$ cat src/bfsp_pkg.sv
// Shared types and codes for the Bellman-Ford shortest path block.
package bfsp_pkg;

   // Operation codes carried on the request tuser field.
   localparam logic [1:0] OP_CLEAR = 2'd0;
   localparam logic [1:0] OP_ADD   = 2'd1;
   localparam logic [1:0] OP_RUN   = 2'd2;

   // Configuration register indexes.
   localparam logic CSR_VERTEX_COUNT = 1'b0;
   localparam logic CSR_SOURCE       = 1'b1;

   // Field widths fixed by the interface.
   localparam int VTX_W    = 5;
   localparam int WEIGHT_W = 16;
   localparam int DIST_W   = 32;
   localparam int VCNT_W   = 6;
   localparam int EDGE_W   = 2 * VTX_W + WEIGHT_W;

   // Commands from the controller to the datapath.
   typedef struct packed {
      logic run_start;  // latch vertex count, clear counters and cycle flag
      logic init;       // clear reached flags, seed the source vertex
      logic edge_latch; // capture the fetched edge
      logic sum;        // form the saturated candidate distance
      logic update;     // compare and relax (or check) the current edge
      logic emit_sel;   // distance read port follows the vertex counter
      logic vtx_next;   // step to the next vertex to report
   } bfsp_cmd_type;

   // Status from the datapath to the controller.
   typedef struct packed {
      logic edges_empty;
      logic last_edge;
      logic last_pass;
      logic last_vtx;
   } bfsp_status_type;

endpackage

$ cat src/bfsp_ctrl.sv
// Sequencing state machine for loading edges, relaxation passes and result output.
module bfsp_ctrl import bfsp_pkg::*; (
   input  logic            clock,
   input  logic            reset,
   input  logic            req_tvalid,
   output logic            req_tready,
   input  logic [1:0]      req_op,
   output logic            rsp_tvalid,
   input  logic            rsp_tready,
   output bfsp_cmd_type    cmd,
   input  bfsp_status_type status
);

   localparam logic [3:0] ST_IDLE      = 4'd0;
   localparam logic [3:0] ST_INIT      = 4'd1;
   localparam logic [3:0] ST_FETCH     = 4'd2;
   localparam logic [3:0] ST_LATCH     = 4'd3;
   localparam logic [3:0] ST_LOOKUP    = 4'd4;
   localparam logic [3:0] ST_SUM       = 4'd5;
   localparam logic [3:0] ST_UPDATE    = 4'd6;
   localparam logic [3:0] ST_EMIT_RD   = 4'd7;
   localparam logic [3:0] ST_EMIT_HOLD = 4'd8;

   logic [3:0] state_ff;
   logic [3:0] state_in;
   logic       req_fire;
   logic       rsp_fire;

   assign req_tready = (state_ff == ST_IDLE);
   assign rsp_tvalid = (state_ff == ST_EMIT_HOLD);
   assign req_fire   = req_tvalid && req_tready;
   assign rsp_fire   = rsp_tvalid && rsp_tready;

   // Command decode.
   always_comb begin
      cmd            = '0;
      cmd.run_start  = req_fire && (req_op == OP_RUN);
      cmd.init       = (state_ff == ST_INIT);
      cmd.edge_latch = (state_ff == ST_LATCH);
      cmd.sum        = (state_ff == ST_SUM);
      cmd.update     = (state_ff == ST_UPDATE);
      cmd.emit_sel   = (state_ff == ST_EMIT_RD) || (state_ff == ST_EMIT_HOLD);
      cmd.vtx_next   = rsp_fire && !status.last_vtx;
   end

   // Next state.
   always_comb begin
      state_in = state_ff;
      unique case (state_ff)
         ST_IDLE: begin
            if (req_fire && (req_op == OP_RUN)) begin
               state_in = ST_INIT;
            end
         end
         ST_INIT: begin
            state_in = status.edges_empty ? ST_EMIT_RD : ST_FETCH;
         end
         ST_FETCH:  state_in = ST_LATCH;
         ST_LATCH:  state_in = ST_LOOKUP;
         ST_LOOKUP: state_in = ST_SUM;
         ST_SUM:    state_in = ST_UPDATE;
         ST_UPDATE: begin
            if (status.last_edge && status.last_pass) begin
               state_in = ST_EMIT_RD;
            end else begin
               state_in = ST_FETCH;
            end
         end
         ST_EMIT_RD: state_in = ST_EMIT_HOLD;
         ST_EMIT_HOLD: begin
            if (rsp_fire) begin
               state_in = status.last_vtx ? ST_IDLE : ST_EMIT_RD;
            end
         end
         default: state_in = ST_IDLE;
      endcase
   end

   always_ff @(posedge clock) begin
      if (reset) begin
         state_ff <= ST_IDLE;
      end else begin
         state_ff <= state_in;
      end
   end

endmodule

$ cat config.mk
export PLATFORM = sky130hd
export DESIGN_NAME = bfsp_ctrl
export DESIGN_NICKNAME = d
export VERILOG_FILES = /design/src/bfsp_pkg.sv /design/src/bfsp_ctrl.sv
export SDC_FILE = /design/constraint.sdc
export NUM_CORES = 1
export LEC_CHECK = 0
export ABC_AREA = 1
export BUFFER_PORTS_ARGS = -buffer_cell sky130_fd_sc_hd__buf_2
export CAP_MARGIN = 10
export CORE_AREA = 2 2 39 41
export CTS_BUF_LIST = sky130_fd_sc_hd__clkbuf_4 sky130_fd_sc_hd__clkbuf_8
export CTS_CLUSTER_SIZE = 14
export DETAILED_ROUTE_END_ITERATION = 16
export DIE_AREA = 0 0 41 43
export HOLD_SLACK_MARGIN = 0.02
export PLACE_DENSITY = 0.59
export SYNTH_ARGS = -nofsm -noshare
export SYNTH_HDL_FRONTEND = slang
export SYNTH_SLANG_ARGS = --single-unit
export TNS_END_PERCENT = 10
$ cat constraint.sdc
create_clock -name clock -period 0.99 [get_ports clock]
set_input_delay 0.0495 -clock clock [delete_from_list [all_inputs] [get_ports clock]]
set_output_delay 0.0495 -clock clock [all_outputs]
set_load 0.005 [all_outputs]
## Word-level counts from Yosys, hierarchy flattened

Index checks and enable logic that the tools add are counted.
W data, S select, Z words.

| operators by class | value |
|---|---|
| equality and inequality tests | 11 |
| multiplexer cells | 6 |
| reduce and logical (&&, ||, !) cells | 9 |

Operator list:

| kind | number |
|---|---|
| $pmux W4 S9 | 1 |
| $eq A4 B3 Y1 const B | 4 |
| $mux W3 | 3 |
| $eq A4 B2 Y1 const B | 2 |
| $mux W4 | 2 |
| $logic_and A1 B1 Y1 | 5 |
| $eq A4 B1 Y1 const B | 1 |
| $eq A4 B4 Y1 const B | 1 |
| $logic_not A4 Y1 | 1 |
| $ne A2 B1 Y1 const B | 2 |
| $eq A2 B2 Y1 const B | 1 |
| $reduce_and A2 Y1 | 1 |
| $logic_not A1 Y1 | 1 |
| $logic_or A1 B1 Y1 | 1 |

| word-level totals | value |
|---|---|
| register bits after elaboration | 4 |
| input port bits | 10 |
| output and inout bits | 9 |
| word-level logic and storage cells | 27 |

## Depth between registers and ports, before layout

Gate-level depths: netlist of the first run.

| depth | value |
|---|---|
| word-level depth | 5 |
| gate-level depth with buffers | 9 |
| gate-level depth less buffers | 9 |

## Least setup slack after synthesis of the first run

No wires, ideal clock.

| timing path | value |
|---|---|
| path type | register -> register |
| start point | register state_ff[0] |
| end point | register state_ff[2] |
| library setup time | 0.109 ns |
| data arrival time | 0.936 ns |
| required time | 0.881 ns |
| slack | -0.055 ns |
| stages on the path, launching flop included | 9 |
| path buffers | 0 |
| period minus slack after synthesis | 1.045 ns |
| cell sequence | dfxtp_1 > nor2_4 > inv_2 > nor2_2 > nand2_1 > nand2_1 > inv_1 > nand2_1 > nor2_2 |

| on the way | value |
|---|---|
| longest elaborated chain between the ends | 5 |
| elaborated cells on any way between the ends | 16 |
| those cells by class | 10 x eq/ne; 1 x mux; 5 x reduce/logical |

Ends and longest elaborated chain:

| element | line | RTL |
|---|---|---|
| start, declared | bfsp_ctrl.sv:24 | `logic [3:0] state_ff;` |
| start signal, assigned | bfsp_ctrl.sv:83 | `state_ff <= state_in;` |
| $logic_not A4 Y1 * | bfsp_ctrl.sv:29 | `assign req_tready = (state_ff == ST_IDLE);` |
| named net req_tready | bfsp_ctrl.sv:6 | `output logic req_tready,` |
| $logic_and A1 B1 Y1 | bfsp_ctrl.sv:31 | `assign req_fire = req_tvalid && req_tready;` |
| $logic_and A1 B1 Y1 | bfsp_ctrl.sv:51 | `if (req_fire && (req_op == OP_RUN)) begin` |
| $ne A2 B1 Y1 (no source line) | - |  |
| $reduce_and A2 Y1 (no source line) | - |  |

The timed path passes the listed nets; every way through them passes the cells marked *.
A chain may end at the register's enable or synchronous reset.

==> impl_metrics.json, run 1 <==
{
  "synth-xor-area-share_pct": 0,
  "hold_path_depth": 2,
  "antenna_found_initial": 0,
  "seq_area_um2": 95.09,
  "end_kind": "primary output",
  "period_minus_slack_ns": 1.168,
  "largest_reg_flops": 4,
  "post-route-drc-count": 0,
  "die-area_um2": 1763,
  "yosys.area.top_type": "dfxtp_1",
  "rr_worst_depth": 7,
  "ys_seq_elements": 4,
  "ios": 19,
  "initialDrtViolationCount": 0,
  "die_h_um": 43,
  "grt_pass1_vias": 396,
  "crit_chain": "nor2_4 > inv_2 > nor3_2 > buf_2",
  "regMostFlops": "state_ff",
  "grt_start_max_net_pins": 6,
  "clkLatencyLatePin_ns": 0.23,
  "coreArea_um2": 1384,
  "firstDrtPassIters": 1,
  "cts.clk_slew.worst_paths_ns": 0.04,
  "critPathArrivalTime_ns": 1.12,
  "finalSetupViolations": 12,
  "required_ns": 0.94,
  "grt_usage_pct": 11.35,
  "criticalPathCategory": "flip-flop to primary output",
  "synth_compound_area_share_pct": 2.827,
  "vdd_drop_max_mv": 0.4275,
  "max_stage_delay_ns": 0.35,
  "initial_utilization_pct": 25.59,
  "fillCellCount": 158,
  "ys_seq_area_share_pct": 22.61,
  "finalWorstSetupSlack_ns": -0.1781,
  "grt_pass1_wl_um": 1380,
  "drive_above_1_share_pct": 66.67,
  "wl_per_cell_um": 8.101,
  "critical-path-slowest-cell": "dfxtp_4",
  "status": "finished with violations",
  "hpwl_um": 729.5,
  "yosysWarnings": 0,
  "fin_skew_ns": 0.009066,
  "place_congestion": 0.7686,
  "holdPathEnd": "state_ff[2]",
  "cts_tree": "done",
  "htreeDepth": 1,
  "yosys.area_share.simple_pct": 57.60,
  "violations": "setup timing",
  "final_core_util_pct": 46.29,
  "placedCellCount": 102,
  "synthMuxAreaShare_pct": 0,
  "syn-num-nets": 72,
  "cts_root_buffer": "clkbuf_4",
  "port_buffers": 18,
  "timing.rr.end": "state_ff[0]",
  "fin_hold_ws_ns": 0.02254,
  "syn_area_um2": 354.1,
  "power_density_nw_per_um2": 824.5,
  "grt_setup_unrepaired": "true",
  "stdcell_count": 109,
  "r2r_start": "state_ff[2]",
  "max_slew_margin_pct": 84.94,
  "yosys.area.top_type_share_pct": 22.61,
  "wirelength_um": 883,
  "worst_pin_slew_ns": 0.2238,
  "area_growth_pct": 80.92,
  "nets": 104,
  "cts_buffers": 3,
  "dp_slack_ns": -0.09832,
  "path_max_fanout": 5,
  "cp-start-kind": "flip-flop",
  "via_per_inst": 4.110,
  "power_uw": 528.2,
  "multi_input_area_um2": 254.0,
  "via_count": 448,
  "synth_fa_ha_area_share_pct": 0,
  "grt-ovfl-total": 0,
  "regToRegSetupSlack_ns": -0.12,
  "min_path_type": "input port to flip-flop",
  "min_from": "reset",
  "cap_violations": 0,
  "num_antenna_cells": 0,
  "postRouteAntennaNets": 0,
  "synth_cell_types": 14,
  "synth_top_family_by_area": "simple AND/OR/NAND/NOR gates",
  "finalMaxSlewViolations": 0,
  "hold_viol": 0,
  "clkSinkCount": 4,
  "fp-row-count": 14,
  "max_freq_mhz": 856.1,
  "die_x_um": 41,
  "syn_avg_cell_area_um2": 5.711,
  "clock_path_buffers": 2,
  "fin_crit_sh_pct": 118.0,
  "leakage_uw": 0.0003797,
  "largestRegisters": "state_ff: 4 flops",
  "netlist_top_cells_area": "dfxtp_1 (23%), nand2_1 (17%), inv_1 (9.5%)",
  "syn_inst": 62
}
## power by group
part | internal (uW) | switching, uW
Combinational | 60.5 | 61.5
Sequential | 159 | 8.35
Clock | 178 | 60.7
## cell usage in the layout, fill, tap and decap left out, drive strengths merged
cell,instances
a21oi,2
buf,27
clkbuf,4
dfxtp,4
inv,16
nand2,19
nand3,4
nand3b,1
nor2,13
nor3,2
nor4,1
## worst max-delay path by stage
stage	end	depth (start not counted)	startpoint
3_3_place_gp	state_ff[0]	6	state_ff[0]
5_1_grt	cmd[5]	6	state_ff[2]
6_report	cmd[6]	4	state_ff[0]
3_5_place_dp	state_ff[2]	9	state_ff[3]
4_1_cts	cmd[5]	6	state_ff[3]
2_1_floorplan	state_ff[2]	8	state_ff[2]
## cell type report
| type | instances | share of cell area, % |
|---|---|---|
| Inverter | 16 | 9.766 |
| Clock buffer | 4 | 4.688 |
| Sequential cell | 4 | 14.84 |
| Tap cell | 16 | 3.125 |
| Multi-Input combinational cell | 42 | 39.65 |
| Timing Repair Buffer | 27 | 27.93 |
## cells by family (layout without fill, tap and decap cells)
family | Yosys count | count (layout)
buffers and inverters | 16 | 47
AO/OA/AOI/OAI | 2 | 2
AND/OR/NAND/NOR | 40 | 40
flip-flops | 4 | 4
## synth_stat cells
library cell and instances:
a21oi_1 2, dfxtp_1 4, inv_1 9, inv_2 7
nand2_1 16, nand2_2 3, nand3_1 3, nand3_2 1
nand3b_1 1, nor2_1 6, nor2_2 5, nor2_4 2
nor3_1 2, nor4_1 1
## critical path, delay by kind of cell (launching register included)
family	cells	cell delay (ns)
simple gates	2	0.32
buf+inv	2	0.22
flops	1	0.35
## through the flow
stage	instance area (um2)	TNS (ns)
3_5_place_dp	520.5	-0.2672
5_1_grt	640.6	-2.406
6_report	640.6	-1.489
2_1_floorplan	365.4	-0.03201
3_3_place_gp	520.5	-0.2755
4_1_cts	604.3	-1.590
## timing repair
item                       CTS  global route
gates resized for setup     14             7
setup buffers                2             1
pin swaps                    3             3
hold buffers                 0             0
setup endpoints to repair   12            12
## per-layer routing
metal  global-route usage, %  up-vias  routed length [um]
met2                   18.75       13                 470
met3                   3.141        0                  44
met4                   4.000        0                   0
met1                   13.18      190                 367
met5                       0        -                   0
li1                        -      245                   -
No activity file was read; power rests on OpenSTA's default activity.
==> run 2: changes to the inputs <==
- PLACE_DENSITY: 0.59 -> 0.57
- clock period: 0.99 -> 1.3 ns (I/O delays scaled with it)
==> run 2 against run 1 <==
- the run now ends clean
- via count shrank 6.5%
- sequential power shrank 20%
- clock power shrank 37%
- clock skew shrank 0.0073 ns
- global-route usage shrank 0.70 points
- sequential share of layout area grew 2.0 points
- wire length shrank 7.4%
- critical path type unchanged
- critical endpoint unchanged
==> impl_metrics.json, run 2 (synthesis results as in run 1) <==
{
  "status": "finished clean",
  "end_kind": "primary output",
  "place_congestion": 0.7337,
  "fin_skew_ns": 0.001805,
  "critPathCapture": "cmd[6]",
  "grt_usage_pct": 10.64,
  "wl_per_cell_um": 8.263,
  "finalSetupViolations": 0,
  "largestRegisters": "state_ff: 4 flops",
  "path_depth": 4,
  "final_common_cell": "buf_2",
  "via_per_inst": 4.232,
  "crit_buf_inv": 2,
  "power_density_nw_per_um2": 716.5,
  "regMostFlops": "state_ff",
  "fillCellCount": 165,
  "met3_usage_pct": 3.141,
  "max_stage_delay_ns": 0.35,
  "fp-row-count": 14,
  "required_ns": 1.24,
  "period_minus_slack_ns": 1.213,
  "vdd_drop_max_mv": 0.3050,
  "htreeDepth": 1,
  "setup_tns_ns": 0,
  "path_max_fanout": 5,
  "cp-start-kind": "flip-flop",
  "die_x_um": 41,
  "regToRegSetupSlack_ns": 0.18,
  "cts_tree": "done",
  "crit_family": "flip-flops",
  "clkLatencyLatePin_ns": 0.23,
  "via_count": 419,
  "clkSinkCount": 4,
  "grt_pass1_vias": 377,
  "final_cell_mix": "buf_2 (18), nand2_1 (16), inv_1 (9)",
  "grt_start_max_net_pins": 6,
  "grt_setup_unrepaired": "false",
  "die-area_um2": 1763,
  "die_h_um": 43,
  "final_cell_area_um2": 489.2,
  "cts_root_buffer": "clkbuf_4",
  "min_path_type": "input port to flip-flop",
  "cts.clk_slew.worst_paths_ns": 0.04,
  "drive_above_1_share_pct": 49.40,
  "hpwl_um": 705.8,
  "antenna_found_initial": 0,
  "max_freq_mhz": 824.5,
  "grt.busiest_layer": "met2",
  "critical-path-slowest-cell": "dfxtp_2",
  "crit_chain": "nor2_2 > inv_1 > nor3_1 > buf_2",
  "grt_pass1_wl_um": 1331,
  "ios": 19,
  "timing.rr.end": "state_ff[2]",
  "initialDrtViolationCount": 9,
  "port_buffers": 18,
  "clock_path_buffers": 2,
  "cts_buffers": 3,
  "wirelength_um": 818,
  "max_slew_margin_pct": 82.54,
  "fin_hold_ws_ns": 0.04436,
  "initial_utilization_pct": 25.59,
  "startpoint": "state_ff[3]",
  "nets": 95,
  "worst_pin_slew_ns": 0.2616,
  "cap_violations": 0,
  "firstDrtPassIters": 4,
  "coreArea_um2": 1384,
  "placed_area_um2": 464.2,
  "r2r_start": "state_ff[3]",
  "postCtsResizedCells": 0,
  "rr_worst_depth": 8,
  "postRouteAntennaNets": 0,
  "critPathArrivalTime_ns": 1.15,
  "hold_viol": 0,
  "largest_reg_flops": 4,
  "grt.met1_usage_pct": 12.86,
  "finalMaxSlewViolations": 0,
  "area_growth_pct": 38.16,
  "criticalPathCategory": "flip-flop to primary output",
  "fin_crit_sh_pct": 93.30,
  "num_antenna_cells": 0,
  "post-route-drc-count": 0,
  "leakage_uw": 0.0003265,
  "cts_hold_buf": 0,
  "postCtsSetupBuffers": 0,
  "use_met2_pct": 16.88,
  "grt-ovfl-total": 0
}
run 2: per-stage QoR:
step	utilization (%)	setup slack, ns	power [uW]	instances
final	35.35	0.08707	350.5	99
after global placement	33.54	0.1520	201.9	96
after floorplan	-	0.2548	175.0	62
after detailed placement	33.54	0.1517	202.9	96
after CTS	35.17	0.02120	361.1	99
after global routing	35.35	0.01192	377.6	99
run 2: layout make-up:
class | count | area [um2] | area share (%)
Multi-Input combinational cell | 42 | 214.0 | 43.73
Inverter | 16 | 60.06 | 12.28
Clock buffer | 3 | 22.52 | 4.604
Tap cell | 16 | 20.02 | 4.092
Sequential cell | 4 | 82.58 | 16.88
Timing Repair Buffer | 18 | 90.09 | 18.41
run 2: metal layers:
metal,up-vias,part of all wire [%]
li1,228,-
met1,181,47
met2,10,49
met3,0,4.4
met4,0,0
met5,-,0
run 2: power breakdown:
part | total [uW] | switching, uW | internal (uW)
registers | 134 | 6.59 | 127
logic | 66.9 | 36.4 | 30.4
clock network | 150 | 47.1 | 103
total | 351 | 90.1 | 260
run 2: how the worst min path moves through the flow:
stage / slack, ns / endpoint / depth (start not counted) / startpoint
after floorplan: 0.13 / state_ff[2] / 1 / reset
final: 0.04 / state_ff[2] / 2 / reset
after CTS: 0.03 / state_ff[2] / 2 / reset
after global routing: 0.04 / state_ff[2] / 2 / reset
after global placement: 0.28 / state_ff[2] / 2 / reset
after detailed placement: 0.28 / state_ff[2] / 2 / reset
==> run 3: changes to the inputs <==
- PLACE_DENSITY: 0.57 -> unset
==> run 3 against run 2 <==
- sequential power about the same
- sequential share of layout area grew 0.25 points
- clock skew rose by 0.0022 ns
- clock power barely moved
- combinational power is 0.9% lower
- sequential cell count is the same
- die area unchanged
- wire length shrank 4.5%
- via count down 4.8%
- count of clock-buffer cells in the layout unchanged
- first-iteration DRC count shrank 56%
- utilization grew 0.54 points
- critical path type unchanged
- largest power group unchanged
==> impl_metrics.json, run 3 (synthesis results as in run 1) <==
{
  "cts_root_buffer": "clkbuf_4",
  "status": "finished clean",
  "criticalPathCategory": "flip-flop to primary output",
  "firstDrtPassIters": 2,
  "hold_path_depth": 2,
  "max_slew_margin_pct": 85.88,
  "area_growth_pct": 40.28,
  "grt_pass1_wl_um": 1138,
  "grt_start_max_net_pins": 6,
  "grt_setup_unrepaired": "false",
  "critPathArrivalTime_ns": 1.09,
  "cp-start-kind": "flip-flop",
  "post-route-drc-count": 0,
  "fin_hold_ws_ns": 0.02787,
  "die_h_um": 43,
  "fp-row-count": 14,
  "regMostFlops": "state_ff",
  "cap_violations": 0,
  "min_from": "reset",
  "hold_viol": 0,
  "crit_family": "flip-flops",
  "power_uw": 351.9,
  "end_kind": "primary output",
  "holdPathEnd": "state_ff[2]",
  "wl_per_cell_um": 7.889,
  "postRouteAntennaNets": 0,
  "final_common_cell": "buf_2",
  "clock_path_buffers": 2,
  "leakage_uw": 0.0003297,
  "final_cell_mix": "buf_2 (18), nand2_1 (16), inv_1 (9)",
  "hpwl_um": 671.4,
  "stdcell_count": 99,
  "period_minus_slack_ns": 1.160,
  "power_density_nw_per_um2": 708.5,
  "die_x_um": 41,
  "final_cell_area_um2": 496.7,
  "grt_pass1_vias": 308,
  "critical-path-slowest-cell": "dfxtp_2",
  "max_stage_delay_ns": 0.40,
  "crit_chain": "inv_2 > nor2_2 > nand2_1 > nor2_1 > buf_2",
  "r2r_start": "state_ff[0]",
  "place_congestion": 0.7277,
  "rr_worst_depth": 8,
  "max_freq_mhz": 862.1,
  "grt-ovfl-total": 0,
  "die-area_um2": 1763,
  "worst_pin_slew_ns": 0.2099,
  "num_antenna_cells": 0,
  "crit_buf_inv": 2,
  "ios": 19,
  "largestRegisters": "state_ff: 4 flops",
  "cts_buffers": 3,
  "clkSinkCount": 4,
  "vdd_drop_max_mv": 0.5367,
  "finalMaxSlewViolations": 0,
  "finalSetupViolations": 0,
  "nets": 95,
  "regToRegSetupSlack_ns": 0.22,
  "wirelength_um": 781,
  "antenna_found_initial": 0,
  "path_max_fanout": 4,
  "via_per_inst": 4.030,
  "port_buffers": 18,
  "htreeDepth": 1,
  "grt_usage_pct": 9.529,
  "drive_above_1_share_pct": 51.81,
  "initialDrtViolationCount": 4,
  "initial_utilization_pct": 25.59,
  "setup_tns_ns": 0,
  "via_count": 399,
  "required_ns": 1.24,
  "fin_crit_sh_pct": 89.23,
  "min_path_type": "input port to flip-flop",
  "placed_area_um2": 464.2,
  "clkLatencyLatePin_ns": 0.23,
  "timing.rr.end": "state_ff[2]",
  "postCtsSetupBuffers": 0,
  "cts_tree": "done",
  "coreArea_um2": 1384,
  "placedCellCount": 96,
  "fin_skew_ns": 0.003974,
  "cts.clk_slew.worst_paths_ns": 0.04,
  "largest_reg_flops": 4
}
==> run 3: metrics by stage <==
step	setup WS, ns	utilization, %
after floorplan	0.2548	-
after global placement	0.1729	33.54
after detailed placement	0.1539	33.54
after CTS	0.05843	35.17
after global routing	0.009842	35.90
final	0.1401	35.90
==> run 3: cell type report <==
class | instances | area (um2)
fill | 163 | 887.1
multi-input combinational | 42 | 219.0
sequential | 4 | 85.08
clock buffer | 3 | 22.52
tap | 16 | 20.02
timing repair buffer | 18 | 90.09
inverter | 16 | 60.06
==> run 3: worst max path at each step <==
stage                      startpoint           to  cells after the start
after floorplan           state_ff[0]  state_ff[2]                      8
after global placement    state_ff[0]  state_ff[2]                      8
after detailed placement  state_ff[3]  state_ff[2]                      8
after CTS                 state_ff[3]       cmd[6]                      4
after global routing      state_ff[0]       cmd[6]                      4
final                     state_ff[2]       cmd[3]                      5
==> run 3: repair_timing <==
| item | 4_1_cts | 5_1_grt |
|---|---|---|
| hold buffers | 0 | 0 |
| gates resized for setup | 0 | 5 |
| endpoints found under the setup margin | 0 | 3 |
==> run 3: worst reg2reg max path, delay by kind of cell (launching register included) <==
kind                   cells  cell delay (ns)
buffers and inverters      2             0.11
flip-flops                 1             0.35
AND/OR/NAND/NOR            6             0.51
==> run 3: routing by layer <==
metal | GRT usage, % | wire length (um) | vias to the layer above
li1 | - | - | 225
met1 | 12.18 | 383 | 167
met2 | 13.13 | 364 | 7
met3 | 4.712 | 33 | 0
met4 | 4.000 | 0 | 0
met5 | 0 | 0 | -
==> run 3: power by group <==
group	total, uW	switching [uW]	internal [uW]
Clock	151	47.8	103
Combinational	66.3	35.7	30.6
Sequential	135	7.17	128
Total	352	90.7	261
